==> src/rtl/urlpd_pkg.sv <==
// ----------------------------------------------------------------------------
// urlpd_pkg
// Types, phase codes, configuration indexes, character codes and hex helper for the percent decoder.
// ----------------------------------------------------------------------------
package urlpd_pkg;

	// input transaction payload
	typedef struct packed {
		logic [7:0] data_byte;
		logic       end_of_string;
	} in_t;

	// result transaction payload
	typedef struct packed {
		logic [7:0] out_byte;
		logic       has_byte;
		logic       string_done;
	} out_t;

	// decoded hex digit
	typedef struct packed {
		logic       ok;
		logic [3:0] val;
	} hex_t;

	// escape phase codes
	localparam logic [1:0] PH_IDLE   = 2'd0;
	localparam logic [1:0] PH_FIRST  = 2'd1;
	localparam logic [1:0] PH_SECOND = 2'd2;

	// configuration register indexes
	localparam int unsigned CFG_INDEX_W = 2;
	localparam logic [CFG_INDEX_W-1:0] CFG_MASK_LENGTH = 2'd0;
	localparam logic [CFG_INDEX_W-1:0] CFG_MASK_BYTES  = 2'd1;
	localparam int unsigned CFG_DATA_W = 64;

	// character codes
	localparam logic [7:0] CH_PERCENT = 8'h25;
	localparam logic [7:0] CH_PLUS    = 8'h2B;
	localparam logic [7:0] CH_SPACE   = 8'h20;

	function automatic hex_t hex_digit(input logic [7:0] ch);
		hex_t r;
		r.ok  = 1'b1;
		r.val = 4'd0;
		if (ch inside {[8'h30:8'h39]}) begin
			r.val = 4'(ch - 8'h30);
		end else if (ch inside {[8'h61:8'h66]}) begin
			r.val = 4'(ch - 8'h57);
		end else if (ch inside {[8'h41:8'h46]}) begin
			r.val = 4'(ch - 8'h37);
		end else begin
			r.ok = 1'b0;
		end
		return r;
	endfunction

endpackage

==> src/rtl/url_percent_decode_masked_core.sv <==
// ----------------------------------------------------------------------------
// url_percent_decode_masked_core
// Streaming percent decoder with an optional cyclic xor key.
// ----------------------------------------------------------------------------
// One encoded character enters per transaction and the block sustains one
// transaction per clock while the result channel is not stalled. A character
// is taken into an input register, decoded in a single pass against the
// escape and key state, and its result (if any) is written to a result
// register and presented from there. Characters that give no result (an
// opening '%' and the first escape character) only update state and never
// occupy the result register. The rate is set by the state update from the
// input register to the escape and key registers; the result register lets a
// new character enter while a finished result waits downstream. An end item
// always gives one result with string_done set, a masked '%' when an escape
// was left open. The user writes configuration (key length, key bytes) through
// the cfg port only while the block is idle; the block does not enforce this.
// ----------------------------------------------------------------------------
module url_percent_decode_masked_core #(
	parameter int unsigned MASK_BYTES = 8
) (
	input  logic                                clk,
	input  logic                                arst_n,
	// input channel
	input  logic                                in_valid,
	output logic                                in_ready,
	input  urlpd_pkg::in_t                      in_data,
	// result channel
	output logic                                out_valid,
	input  logic                                out_ready,
	output urlpd_pkg::out_t                     out_data,
	// configuration write port
	input  logic                                cfg_we,
	input  logic [urlpd_pkg::CFG_INDEX_W-1:0]   cfg_index,
	input  logic [urlpd_pkg::CFG_DATA_W-1:0]    cfg_data
);

	localparam logic [3:0] MaxLen = 4'(MASK_BYTES);

	// configuration registers
	logic [3:0]                  mask_length_q;
	logic [MASK_BYTES-1:0][7:0]  key_q;

	// input stage
	logic            valid_s1;
	urlpd_pkg::in_t  in_s1;

	// decoder state
	logic [1:0] phase_q;
	logic [7:0] held_q;
	logic [7:0] last_q;
	logic [2:0] key_pos_q;

	// result register
	logic            out_valid_q;
	urlpd_pkg::out_t out_q;

	// decode outputs
	logic            gives_result;
	urlpd_pkg::out_t res;
	logic [1:0]      phase_n;
	logic [7:0]      held_n;
	logic [7:0]      last_n;
	logic [2:0]      key_pos_n;

	// key path
	logic [3:0] len_eff;
	logic [3:0] pos_use;
	logic [3:0] pos_inc;
	logic [2:0] pos_adv;
	logic [7:0] key_byte;
	logic [7:0] plain;
	logic       use_key;

	urlpd_pkg::hex_t hex_hi;
	urlpd_pkg::hex_t hex_lo;

	logic slot_free;
	logic advance_s1;

	// handshake: the stage moves on unless it holds a result with nowhere to go
	assign slot_free  = !out_valid_q || out_ready;
	assign advance_s1 = valid_s1 && (!gives_result || slot_free);
	assign in_ready   = !valid_s1 || advance_s1;
	assign out_valid  = out_valid_q;
	assign out_data   = out_q;

	// configuration writes
	always_ff @(posedge clk or negedge arst_n) begin
		if (!arst_n) begin
			mask_length_q <= 4'd0;
			key_q         <= '0;
		end else if (cfg_we) begin
			case (cfg_index)
				urlpd_pkg::CFG_MASK_LENGTH: mask_length_q <= cfg_data[3:0];
				urlpd_pkg::CFG_MASK_BYTES:  key_q <= cfg_data[MASK_BYTES*8-1:0];
				default: ;
			endcase
		end
	end

	// key length saturates, stale position falls back to byte 0
	always_comb begin
		len_eff  = (mask_length_q > MaxLen) ? MaxLen : mask_length_q;
		pos_use  = ({1'b0, key_pos_q} >= len_eff) ? 4'd0 : {1'b0, key_pos_q};
		pos_inc  = pos_use + 4'd1;
		pos_adv  = (pos_inc >= len_eff) ? 3'd0 : pos_inc[2:0];
		key_byte = 8'd0;
		for (int i = 0; i < MASK_BYTES; i++) begin
			if (pos_use == 4'(i)) begin
				key_byte = key_q[i];
			end
		end
	end

	assign hex_hi = urlpd_pkg::hex_digit(held_q);
	assign hex_lo = urlpd_pkg::hex_digit(in_s1.data_byte);

	// single pass decode of the character in the input stage
	always_comb begin
		gives_result = 1'b0;
		use_key      = 1'b0;
		plain        = 8'd0;
		res          = '0;
		phase_n      = phase_q;
		held_n       = held_q;
		last_n       = last_q;
		key_pos_n    = key_pos_q;

		if (in_s1.end_of_string) begin
			// end item: always one result, a masked '%' if an escape is open
			gives_result    = 1'b1;
			res.string_done = 1'b1;
			if (phase_q != urlpd_pkg::PH_IDLE) begin
				use_key      = 1'b1;
				plain        = urlpd_pkg::CH_PERCENT;
				res.has_byte = 1'b1;
			end
		end else begin
			case (phase_q)
				urlpd_pkg::PH_FIRST: begin
					held_n  = in_s1.data_byte;
					phase_n = urlpd_pkg::PH_SECOND;
				end
				urlpd_pkg::PH_SECOND: begin
					// non-hex first char keeps the previous escape value
					if (hex_hi.ok) begin
						last_n = hex_lo.ok ? {hex_hi.val, hex_lo.val} : {4'd0, hex_hi.val};
					end
					plain        = last_n;
					phase_n      = urlpd_pkg::PH_IDLE;
					held_n       = 8'd0;
					gives_result = 1'b1;
					use_key      = 1'b1;
					res.has_byte = 1'b1;
				end
				default: begin
					if (in_s1.data_byte == urlpd_pkg::CH_PERCENT) begin
						phase_n = urlpd_pkg::PH_FIRST;
					end else begin
						plain = (in_s1.data_byte == urlpd_pkg::CH_PLUS) ?
							urlpd_pkg::CH_SPACE : in_s1.data_byte;
						gives_result = 1'b1;
						use_key      = 1'b1;
						res.has_byte = 1'b1;
					end
				end
			endcase
		end

		// masking, with the key position moving only when a key is in use
		if (use_key) begin
			if (len_eff != 4'd0) begin
				res.out_byte = plain ^ key_byte;
				key_pos_n    = pos_adv;
			end else begin
				res.out_byte = plain;
			end
		end

		// an end item returns all state to reset
		if (in_s1.end_of_string) begin
			phase_n   = urlpd_pkg::PH_IDLE;
			held_n    = 8'd0;
			last_n    = 8'd0;
			key_pos_n = 3'd0;
		end
	end

	// input stage
	always_ff @(posedge clk or negedge arst_n) begin
		if (!arst_n) begin
			valid_s1 <= 1'b0;
		end else if (in_ready) begin
			valid_s1 <= in_valid;
		end
	end

	always_ff @(posedge clk) begin
		if (in_ready && in_valid) begin
			in_s1 <= in_data;
		end
	end

	// decoder state
	always_ff @(posedge clk or negedge arst_n) begin
		if (!arst_n) begin
			phase_q   <= urlpd_pkg::PH_IDLE;
			held_q    <= 8'd0;
			last_q    <= 8'd0;
			key_pos_q <= 3'd0;
		end else if (advance_s1) begin
			phase_q   <= phase_n;
			held_q    <= held_n;
			last_q    <= last_n;
			key_pos_q <= key_pos_n;
		end
	end

	// result register
	always_ff @(posedge clk or negedge arst_n) begin
		if (!arst_n) begin
			out_valid_q <= 1'b0;
		end else if (slot_free) begin
			out_valid_q <= advance_s1 && gives_result;
		end
	end

	always_ff @(posedge clk) begin
		if (slot_free && advance_s1 && gives_result) begin
			out_q <= res;
		end
	end

`ifndef ASSERT_OFF
	// key position always lands inside the key
	a_key_pos_range: assert property (@(posedge clk) disable iff (!arst_n)
		{1'b0, key_pos_q} < MaxLen)
		else $error("key position out of range");

	// an end item leaves the decoder in its reset state
	a_end_clears: assert property (@(posedge clk) disable iff (!arst_n)
		advance_s1 && in_s1.end_of_string |=>
		phase_q == urlpd_pkg::PH_IDLE && key_pos_q == 3'd0 && last_q == 8'd0)
		else $error("state not cleared after end of string");

	// a result without a byte can only be the closing result
	a_empty_is_done: assert property (@(posedge clk) disable iff (!arst_n)
		out_valid_q && !out_q.has_byte |-> out_q.string_done && out_q.out_byte == 8'd0)
		else $error("empty result that does not close the string");

	// a stalled input stage keeps its character
	a_s1_hold: assert property (@(posedge clk) disable iff (!arst_n)
		valid_s1 && !advance_s1 |=> valid_s1 && $stable(in_s1))
		else $error("input stage lost a stalled character");

	// a result is only produced when the result register can take it
	a_no_overwrite: assert property (@(posedge clk) disable iff (!arst_n)
		out_valid_q && !out_ready |=> out_valid_q && $stable(out_q))
		else $error("pending result overwritten");
`endif

endmodule
==> config.mk <==
export PLATFORM = sky130hd
export DESIGN_NAME = url_percent_decode_masked_core
export DESIGN_NICKNAME = d
export VERILOG_FILES = /design/src/rtl/urlpd_pkg.sv /design/src/rtl/url_percent_decode_masked_core.sv
export SDC_FILE = /design/constraint.sdc
export NUM_CORES = 1
export LEC_CHECK = 0
export BUFFER_PORTS_ARGS = -buffer_cell sky130_fd_sc_hd__buf_2
export CORE_MARGIN = 1
export CORE_UTILIZATION = 41
export DETAILED_ROUTE_END_ITERATION = 16
export PLACE_DENSITY_LB_ADDON = 0.3
export SYNTH_ARGS = -nofsm -noshare
export SYNTH_HDL_FRONTEND = slang
export SYNTH_SLANG_ARGS = --single-unit
==> constraint.sdc <==
create_clock -name clk -period 4.8 [get_ports clk]
set_clock_uncertainty 0.2 [all_clocks]
set_input_delay 0.24 -clock clk [delete_from_list [all_inputs] [get_ports clk]]
set_output_delay 0.24 -clock clk [all_outputs]
set_load 0.05 [all_outputs]
==> impl_results.md, run 1 <==
* Outcome: finished, final reports clean
* Post-synth ARST share at 82.7%
* Worst vdd ir at 0.000208 V
* # port buffers at 91
* CP delay by family, top: simple AND/OR/NAND/NOR gates
* Final min period at 4.13 ns
* RR Startpoint: mask_length_q[3]
* Combinational power share at 42.3%
* Fin crit share at 86.0%
* CTS Buf Count at 9
* Sequential group share of total power at 36.8%
* Vias in the first global route at 4,850
* Cts-stage hold buffer count at 75
* Hold Path End: mask_length_q[3]
* Power density over the cells at 496 nW/µm²
* DRT iter0 DRCs at 291
* Post-DRT Antenna Nets at 0
* Post-DR vias/cell at 5.36
* Power, Total at 3.81 mW
* Worst skew pair latency at 0.35 ns
* Worst-Margin Slew at 1.03 ns
* Fmax at 0.242 GHz
* Netlist cell types at 63
* # rows at 43
* Mapped Nets at 658
* Flops & latches, synth at 110
* Routed length per placed instance at 17.2 µm
* Yosys warning total at 0
* First-pass GRT wire length at 24,700 µm
* Most frequent CP cell: nor2_1
* Final net count at 815
* Sw Ratio at 38.9%
* Filler cell count at 1,205
* I/O Pins at 92
* Hold Crit Depth at 4
* TritonCTS clock tree: done
* Vias at 4,810
* Root buf cell: clkbuf_16
* Hold Crit Class: input pin to flip-flop
* Syn avg cell area at 10.8 µm²
* CP Max Fanout at 19
* Max transition margin at 31.0%
* Core region area at 14,000 µm²
* Slowest stage delay, CP at 0.53 ns
* Final Hold Vio Count at 0
* Cells along the critical path: nor2b_1, ha_1, or3b_1, a31oi_1, nand2_1, inv_1, ha_1, o21bai_1, nor2_1, nor2_1, a2111oi_0, o311ai_1, xnor2_1, nor2_1
* Initial antenna violation count at 0
* Hold Path Origin: cfg_index[1]
* Post-route DRC at 0
* Final Setup Violations at 0
* GP Congestion at 0.857
* Setup TNS at 0 ns
* R2r endpoint: out_data[9]
* Leakage at 3.35 nW
* DRT Wirelength at 15,400 µm
* Cells after Synth at 555
* Post-cts gate resize count at 0
* Internal at 2.33 mW
* Longest Clk Path Bufs at 2
* R2R depth at 14
* Max Cap Violations at 0
* Clk pwr share at 20.9%
* Largest net degree at the start of global routing at 65
* Starting density of the core at 42.6%
* Share of cells above drive strength 1 at 26.6%
* Post-CTS Setup Bufs at 0
* Cell area after synthesis at 5980 µm²
* CP Data Arrival Time at 4.02 ns
* Seq/Total Area, Yosys at 47.6%
* Clk slew on worst S/H paths at 0.07 ns
* Total track usage at 21.7%
* Post-DP HPWL at 10,700 µm
* Crit path kind: flip-flop to flip-flop
* Aggregate global routing overflow at 0
* Psw at 1.48 mW
* Number of synthesized flops with an enable pin at 19
* Die Y at 123 µm
* Die area at 15,100 µm²
* Critical Path Slowest Stage Cell: ha_1
* CP required at 4.70 ns
* CP endpoint kind: flip-flop
* R2r setup slk at 0.67 ns
* Die X at 123 µm
* ANT cells at 0
* Critical path launch point type: flip-flop
* Htree depth at 3
* CTS sink count at 110
* Main synth FF type: dfrtp_1
* Critical path buffers and inverters at 1
* First drt pass iteration count at 5
* Worst-case hold slack at 0.0446 ns
* Area growth syn-to-layout at 28.3%
* Slew Limit Fails at 0
* Unrepaired setup endpoints after global routing: false
-- final cells by class --
type                       instances  area, µm²  share of cell area [%]
clock buffer                      13        270                    3.52
multi-input combinational        392       2930                    38.2
tap                              180        225                    2.93
clock inverter                     3       47.5                   0.619
inverter                          28        105                    1.37
timing repair buffer             171       1250                    16.2
sequential                       110       2850                    37.1
-- cell usage after synthesis, types with 2 or more instances --
cell       instances  area share (%)
xnor2_1            8             1.2
a32oi_1            4            0.59
a211oi_1           6            0.75
or3b_1             2            0.29
a22oi_1           11             1.4
o21ai_0           10            0.84
nand3b_1           8             1.0
nand3_1            7            0.59
clkbuf_1          22             1.4
edfxtp_1          19             9.5
o21ai_1           11            0.92
buf_2              3            0.25
o31ai_1            8             1.0
a32o_1             3            0.50
dfrtp_1           91              38
ha_1              23             4.8
o21bai_1           4            0.50
and2_1             4            0.42
nor2_1            30             1.9
nor3b_1            2            0.25
inv_2              2            0.13
o211ai_1           3            0.38
nand2b_1          14             1.5
mux2i_1           11             1.8
mux2_2            68              13
a2bb2oi_1          2            0.29
nor3_1            12             1.0
a31oi_1           13             1.4
o311ai_1           4            0.59
nand2_1           55             3.5
inv_1             26             1.6
nor2b_1           12             1.3
a2111oi_0          4            0.59
a21oi_1           22             1.8
o21a_1             2            0.25
nor4b_1            2            0.29
-- through the flow --
stage | utilization [%] | cell area, µm² | std cells | setup WS [ns]
4_1_cts | 54.7 | 7670 | 897 | 0.690
2_1_floorplan | - | 5980 | 555 | 1.11
5_1_grt | 54.7 | 7670 | 897 | 0.283
6_report | 54.7 | 7670 | 897 | 0.673
3_3_place_gp | 47.0 | 6610 | 806 | 0.849
3_5_place_dp | 47.0 | 6610 | 806 | 0.714
-- worst max-delay path by stage --
stage,from,endpoint,slack [ns],cells past startpoint
6_report,mask_length_q[3],out_data[9],0.67,14
5_1_grt,mask_length_q[3],out_data[4],0.28,14
4_1_cts,mask_length_q[3],out_data[4],0.69,14
3_5_place_dp,mask_length_q[3],out_data[4],0.71,14
3_3_place_gp,mask_length_q[3],out_data[5],0.85,14
2_1_floorplan,mask_length_q[3],out_data[6],1.11,16
-- power groups by stage --
stage               Clock [mW]  Combinational (mW)  Sequential [mW]
finish                   0.797                1.61             1.40
CTS                      0.813                1.61             1.40
global route             0.844                1.77             1.43
global placement             0                1.50             1.41
floorplan                    0                1.05             1.50
detailed placement           0                1.55             1.42
-- cell usage in the layout, fill, tap and decap left out, types with 4 or more instances in the layout --
cell	count
nor3_1	12
o31ai_1	8
a22oi_1	11
nand3b_1	8
a21oi_1	22
o311ai_1	4
buf_2	90
o21ai_1	11
clkbuf_16	9
dlygate4sd3_1	75
a32oi_1	4
mux2i_1	11
mux2_2	68
edfxtp_1	19
a31oi_1	13
nor2b_1	12
and2_1	4
dfrtp_1	91
nand2b_1	14
nand3_1	7
nand2_1	55
o21ai_0	10
a2111oi_0	4
nor2_1	30
o21bai_1	4
a211oi_1	6
xnor2_1	8
ha_1	23
buf_4	6
inv_1	26
-- layer usage --
metal / share of wire [%] / routed length (µm) / up-vias / global-route usage [%]
met1: 46 / 7070 / 2321 / 28.7
met5: 0 / 0 / - / 0
li1: - / - / 2325 / -
met2: 47 / 7330 / 137 / 34.7
met4: 2.4 / 378 / 0 / 9.60
met3: 4.3 / 667 / 27 / 3.76
-- registers in the layout, summed over array words and instances, names as in the netlist --
name,flops
key_q,64
key_pos_q,3
valid_s1,1
held_q,8
last_q,8
mask_length_q,4
out_valid,1
in_s1,9
out_data,10
phase_q,2
-- worst min-delay path, delay by kind of cell --
kind                   cells  cell delay, ns
and+or+nand+nor            2            0.17
AOI/OAI and AO/OA          1            0.06
buffers and inverters      1            0.09
-- logic make-up after synthesis --
family                     synth area share [%]
buffers and inverters                      3.39
xor gates and xnor gates                   1.32
and+or+nand+nor                            13.2
muxes                                      15.3
AOI/OAI and AO/OA                          14.4
adders and majority gates                  4.81
DFF                                        47.6
No activity file was read; power rests on OpenSTA's default activity.
==> run 2, diff against run 1 <==
==> constraint.sdc (replaced) <==
create_clock -name clk -period 3.95 [get_ports clk]
set_clock_uncertainty 0.2 [all_clocks]
set_input_delay 0.1975 -clock clk [delete_from_list [all_inputs] [get_ports clk]]
set_output_delay 0.1975 -clock clk [all_outputs]
set_load 0.05 [all_outputs]
==> impl_results.md, run 2 (synthesis results as in run 1) <==
* Outcome: finished, final reports clean
* Longest Clk Path Bufs at 2 (unchanged)
* CP Max Fanout at 13 (-6)
* CTS Buf Count at 9 (unchanged)
* Post-DRT Antenna Nets at 0 (unchanged)
* Slowest stage delay, CP at 0.45 ns (-0.08 ns)
* Max transition margin at 32.9% (+1.9 points)
* Post-route DRC at 0 (unchanged)
* Hold Crit Class: input pin to flip-flop
* Post-place instance area at 6670 µm² (+0.91%)
* Aggregate global routing overflow at 0 (unchanged)
* Core region area at 14,000 µm² (unchanged)
* CP required at 3.85 ns (-0.85 ns)
* CP Data Arrival Time at 3.63 ns (-0.39 ns)
* Sw Ratio at 39.5% (+0.63 points)
* Critical path launch point type: flip-flop
* Combinational power share at 44.2% (+1.9 points)
* Final net count at 824 (+1.1%)
* Fmax at 0.268 GHz (+11%)
* Max Cap Violations at 0 (unchanged)
* Fin crit share at 94.5% (+8.5 points)
* Total track usage at 22.2% (+0.51 points)
* Final Cell Area at 7800 µm² (+1.6%)
* Util after Layout at 55.5% (+0.89 points)
* Clk slew on worst S/H paths at 0.07 ns (about the same)
* Starting density of the core at 42.6% (unchanged)
* Cells along the critical path: inv_1, nand2_1, ha_1, or2_2, a31oi_4, nand2_2, ha_2, buf_4, a21oi_1, o21ai_0, a211oi_2, a2111oi_2, o311ai_2, xnor2_1, nor2_1
* # port buffers at 91 (unchanged)
* Final min period at 3.73 ns (-0.395 ns)
* Most frequent cells in the layout: dfrtp_1, buf_2, dlygate4sd3_1
* Largest net degree at the start of global routing at 70 (+7.7%)
* Die X at 123 µm (unchanged)
* Post-DP HPWL at 11,100 µm (+3.3%)
* Htree depth at 3 (unchanged)
* Critical Path Slowest Stage Cell: dfrtp_2
* Psw at 1.85 mW (+25%)
* CP endpoint kind: flip-flop
* Leakage at 3.39 nW (+1.3%)
* Die Y at 123 µm (unchanged)
* Sequential group share of total power at 36.3% (-0.5 points)
* Post-DR vias/cell at 5.41 (+0.94%)
* Root buf cell: clkbuf_16
* Final Hold Vio Count at 0 (unchanged)
* Worst skew pair latency at 0.36 ns (about the same)
* Area growth syn-to-layout at 30.4%
* Top register by number of flip-flops: key_q
* ANT cells at 0 (unchanged)
* Vias in the first global route at 4,934 (+1.7%)
* Clk pwr share at 19.5% (-1.4 points)
* First drt pass iteration count at 4 (-1)
* Final Setup Violations at 0 (unchanged)
* # rows at 43 (unchanged)
* Internal at 2.84 mW (+22%)
* DRT Wirelength at 15,700 µm (+1.5%)
* Max reg flops at 64 (unchanged)
* CTS sink count at 110 (unchanged)
* TritonCTS clock tree: done
* I/O Pins at 92 (unchanged)
* Die area at 15,100 µm² (unchanged)
* Worst vdd ir at 0.000285 V (+37%)
* Share of cells above drive strength 1 at 29.6% (+3.0 points)
* Initial antenna violation count at 0 (unchanged)
* Setup TNS at 0 ns (unchanged)
* Vias at 4,904 (+2.0%)
* Crit path kind: flip-flop to flip-flop
* Post-CTS Setup Bufs at 0 (unchanged)
* Power density over the cells at 602 nW/µm² (+21%)
* DRT iter0 DRCs at 288 (-1.0%)
* Slew Limit Fails at 0 (unchanged)
* GP Congestion at 0.886 (+3.4%)
* Routed length per placed instance at 17.3 µm (+0.44%)
* First-pass GRT wire length at 25,200 µm (+2.3%)
* Worst-Margin Slew at 1.01 ns (-0.0240 ns)
run 2: cell types whose count changed in the layout (fill, tap and decap cells not counted), sizes merged:
cell,change
clkinv,+2
bufinv,-1
buf,+8
clkbuf,-1
dlygate4sd3,+1
run 2: metal layers:
| metal | track usage, % | part of all wire (%) | routed length, µm | vias to the layer above |
|---|---|---|---|---|
| met5 | 0 | 0 | 0 | - |
| met4 | 8.69 | 2.3 | 357 | 0 |
| met3 | 3.35 | 3.9 | 606 | 24 |
| met2 | 37.1 | 50 | 7760 | 123 |
| met1 | 28.8 | 44 | 6950 | 2409 |
| li1 | - | - | - | 2348 |
run 2: power groups by stage:
stage	registers (mW)	clock network (mW)	logic, mW
6_report	1.70	0.915	2.08
4_1_cts	1.70	0.930	1.99
5_1_grt	1.74	0.970	2.28
3_3_place_gp	1.71	0	1.86
3_5_place_dp	1.72	0	1.93
2_1_floorplan	1.82	0	1.28
run 2: through the flow:
| stage | total power, mW | hold WS, ns | instances | setup WS [ns] |
|---|---|---|---|---|
| 2_1_floorplan | 3.10 | -0.298 | 555 | 0.265 |
| 3_3_place_gp | 3.57 | 0.169 | 814 | 0.225 |
| 3_5_place_dp | 3.64 | 0.176 | 814 | 0.0506 |
| 4_1_cts | 4.62 | 0.00805 | 906 | 0.0488 |
| 5_1_grt | 4.99 | 0.0763 | 906 | -0.0331 |
| 6_report | 4.69 | 0.0174 | 906 | 0.218 |
run 2: worst paths after layout:
kind | slack (ns) | end | from | cells after the start
max | 0.22 | out_data[9] | mask_length_q[3] | 15
min | 0.02 | mask_length_q[3] | cfg_index[1] | 3
max reg2reg | 0.22 | out_data[9] | mask_length_q[3] | 15
min reg2reg | 0.31 | last_q[6] | last_q[6] | 2
max in group asynchronous | 2.38 | key_q[5] | arst_n | 3
min in group asynchronous | 0.29 | held_q[4] | arst_n | 2
run 2: repair_timing:
action                                  4_1_cts  5_1_grt
endpoints found under the setup margin        0        8
hold buffers                                 76        0
endpoints found under the hold margin       147        0
resized for setup                             0       20
run 2: cell type report:
class / count / area, µm²
Fill cell: 1171 / 6240
Multi-Input combinational cell: 392 / 3000
Sequential cell: 110 / 2850
Timing Repair Buffer: 180 / 1320
Clock buffer: 12 / 268
Tap cell: 180 / 225
Inverter: 28 / 105
Clock inverter: 4 / 33.8
run 2: critical path, delay by kind of cell, from the launching register on:
family	cells	cell delay [ns]
xor+xnor	1	0.16
flops	1	0.45
simple gates	4	0.58
buf+inv	2	0.31
compound gates	6	1.25
fa+ha+maj	2	0.52
==> run 3, diff against run 2 <==
--- a/config.mk
+++ b/config.mk
@@ -7,7 +7,7 @@
 export LEC_CHECK = 0
 export BUFFER_PORTS_ARGS = -buffer_cell sky130_fd_sc_hd__buf_2
 export CORE_MARGIN = 1
-export CORE_UTILIZATION = 41
+export CORE_UTILIZATION = 30
 export DETAILED_ROUTE_END_ITERATION = 16
 export PLACE_DENSITY_LB_ADDON = 0.3
 export SYNTH_ARGS = -nofsm -noshare
==> impl_results.md, run 3 (synthesis results as in run 1) <==
* Post-DR vias/cell at 4.90 (-9.5%)
* I/O Pins at 92 (unchanged)
* Fin crit share at 94.1% (-0.40 points)
* R2r endpoint: out_data[8]
* # port buffers at 91 (unchanged)
* Power density over the cells at 588 nW/µm² (-2.3%)
* Post-CTS Setup Bufs at 0 (unchanged)
* Power, Total at 4.64 mW (-1.3%)
* Fmax at 0.269 GHz (+0.43%)
* Final Hold Vio Count at 0 (unchanged)
* Worst-case hold slack at 0.00750 ns (-0.00992 ns)
* Busiest metal layer after global routing: met2
* Leakage at 3.40 nW (+0.20%)
* Total track usage at 16.1% (-6.1 points)
* Max transition margin at 37.1% (+4.2 points)
* Core region area at 19,500 µm² (+39%)
* CP Data Arrival Time at 3.61 ns (-0.02 ns)
* R2R depth at 16 (+1)
* Die Y at 143 µm (+17%)
* RR Startpoint: mask_length_q[3]
* Final min period at 3.72 ns (-0.0158 ns)
* CP required at 3.84 ns (about the same)
* Longest Clk Path Bufs at 2 (unchanged)
* Largest net degree at the start of global routing at 69 (-1.4%)
* CTS sink count at 110 (unchanged)
* Post-DRT Antenna Nets at 0 (unchanged)
* Die X at 143 µm (+17%)
* TritonCTS clock tree: done
* Die area at 20,500 µm² (+36%)
* Slew Limit Fails at 0 (unchanged)
* GRT met3 Usage at 2.75% (-0.60 points)
* Area growth syn-to-layout at 31.7%
* Hold Path Origin: cfg_index[1]
* Max reg flops at 64 (unchanged)
* Top register by number of flip-flops: key_q
* First drt pass iteration count at 4 (unchanged)
* DRT Wirelength at 15,700 µm (+0.17%)
* Clk slew on worst S/H paths at 0.08 ns (about the same)
* Final Setup Violations at 0 (unchanged)
* Filler cell count at 1,919 (+64%)
* GR Util met2 at 28.3% (-8.8 points)
* Max Cap Violations at 0 (unchanged)
* Unrepaired setup endpoints after global routing: false
* Critical path launch point type: flip-flop
* Hold Crit Depth at 4 (+1)
* Setup TNS at 0 ns (unchanged)
* M1 GR Usage at 19.8% (-9.0 points)
* Worst skew pair latency at 0.36 ns (about the same)
* Starting density of the core at 30.6% (-12 points)
* Worst vdd ir at 0.000239 V (-16%)
* Htree depth at 3 (unchanged)
* R2r setup slk at 0.23 ns (+0.02 ns)
* Vias in the first global route at 5,018 (+1.7%)
* Root buf cell: clkbuf_16
* CP Max Fanout at 8 (-5)
* First-pass GRT wire length at 25,500 µm (+0.82%)
* Area occupied by multi-input gates at 2950 µm² (-1.7%)
* Routed length per placed instance at 15.8 µm (-8.7%)
* Final net count at 827 (+0.36%)
* CTS Buf Count at 9 (unchanged)
* Outcome: finished, final reports clean
* CP endpoint kind: flip-flop
* Vias at 4,867 (-0.75%)
* Worst-Margin Slew at 0.944 ns (-0.0631 ns)
* Register area at 2850 µm² (unchanged)
* Crit path kind: flip-flop to flip-flop
* Hold Path End: mask_length_q[3]
* GP Congestion at 0.855 (-3.5%)
* DRT iter0 DRCs at 242 (-16%)
* Aggregate global routing overflow at 0 (unchanged)
* ANT cells at 0 (unchanged)
* Initial antenna violation count at 0 (unchanged)
* Most frequent cells in the layout: dfrtp_1, buf_2, dlygate4sd3_1
* Hold Crit Class: input pin to flip-flop
* Placed cells at 902 (+11%)
* Share of cells above drive strength 1 at 28.7% (-0.94 points)
* Post-route DRC at 0 (unchanged)
* # rows at 51 (+19%)
* Post-DP HPWL at 11,800 µm (+6.6%)
* Finished Layout Cells at 994 (+9.7%)
run 3: cell count changes in the layout (fill, tap and decap cells not counted), sizes merged:
| cell | change |
|---|---|
| inv | +3 |
| buf | +3 |
| clkbuf | -3 |
run 3: final cells by class:
cell class	count	area share [%]
multi-input cells	392	37.4
flip-flops and latches	110	36.1
repair buffers	183	17.0
well taps	265	4.21
clock buffers	9	2.86
inverters	28	1.33
clock inverters	7	1.03
run 3: stage by stage:
stage	instance area [µm²]	worst slack [ns]	utilization, %
after detailed placement	6800	0.0753	34.8
after floorplan	5980	0.265	-
final	7880	0.234	40.4
after global routing	7880	0.0115	40.4
after CTS	7860	0.0543	40.3
after global placement	6800	0.212	34.8
run 3: metal layers:
| metal | vias to the layer above | part of all wire [%] |
|---|---|---|
| met2 | 117 | 50 |
| met1 | 2372 | 44 |
| met3 | 24 | 3.6 |
| met5 | - | 0 |
| li1 | 2354 | - |
| met4 | 0 | 1.9 |
run 3: power breakdown:
part | switching [mW] | internal [mW] | total [mW] | leakage (nW)
Sequential | 0.217 | 1.48 | 1.70 | 1.27
Combinational | 1.17 | 0.850 | 2.02 | 1.97
Clock | 0.464 | 0.457 | 0.921 | 0.150
Total | 1.85 | 2.79 | 4.64 | 3.40
run 3: repair_timing:
action,CTS,global route
resized for setup,0,8
setup endpoints to repair,0,8
hold endpoints to repair,146,0
hold buffers,76,0
run 3: critical path: stages (launching register included):
cell and delay, ns:
dfrtp_2 0.46, nor2b_2 0.16, ha_1 0.26, or3b_1 0.39
a31oi_2 0.21, nand2_1 0.12, inv_1 0.14, ha_1 0.19
ha_1 0.16, o21bai_1 0.10, nor2_1 0.10, nor2_1 0.06
buf_4 0.15, a2111oi_1 0.35, o311ai_1 0.15, xnor2_1 0.19
nor2_1 0.05
run 3: how the worst max path moves through the flow:
stage,startpoint,end,slack (ns),cells after the start
2_1_floorplan,mask_length_q[3],out_data[6],0.26,16
3_3_place_gp,mask_length_q[3],out_data[7],0.21,16
3_5_place_dp,mask_length_q[3],out_data[8],0.08,16
4_1_cts,mask_length_q[3],out_data[8],0.05,16
5_1_grt,mask_length_q[3],out_data[8],0.01,16
6_report,mask_length_q[3],out_data[8],0.23,16
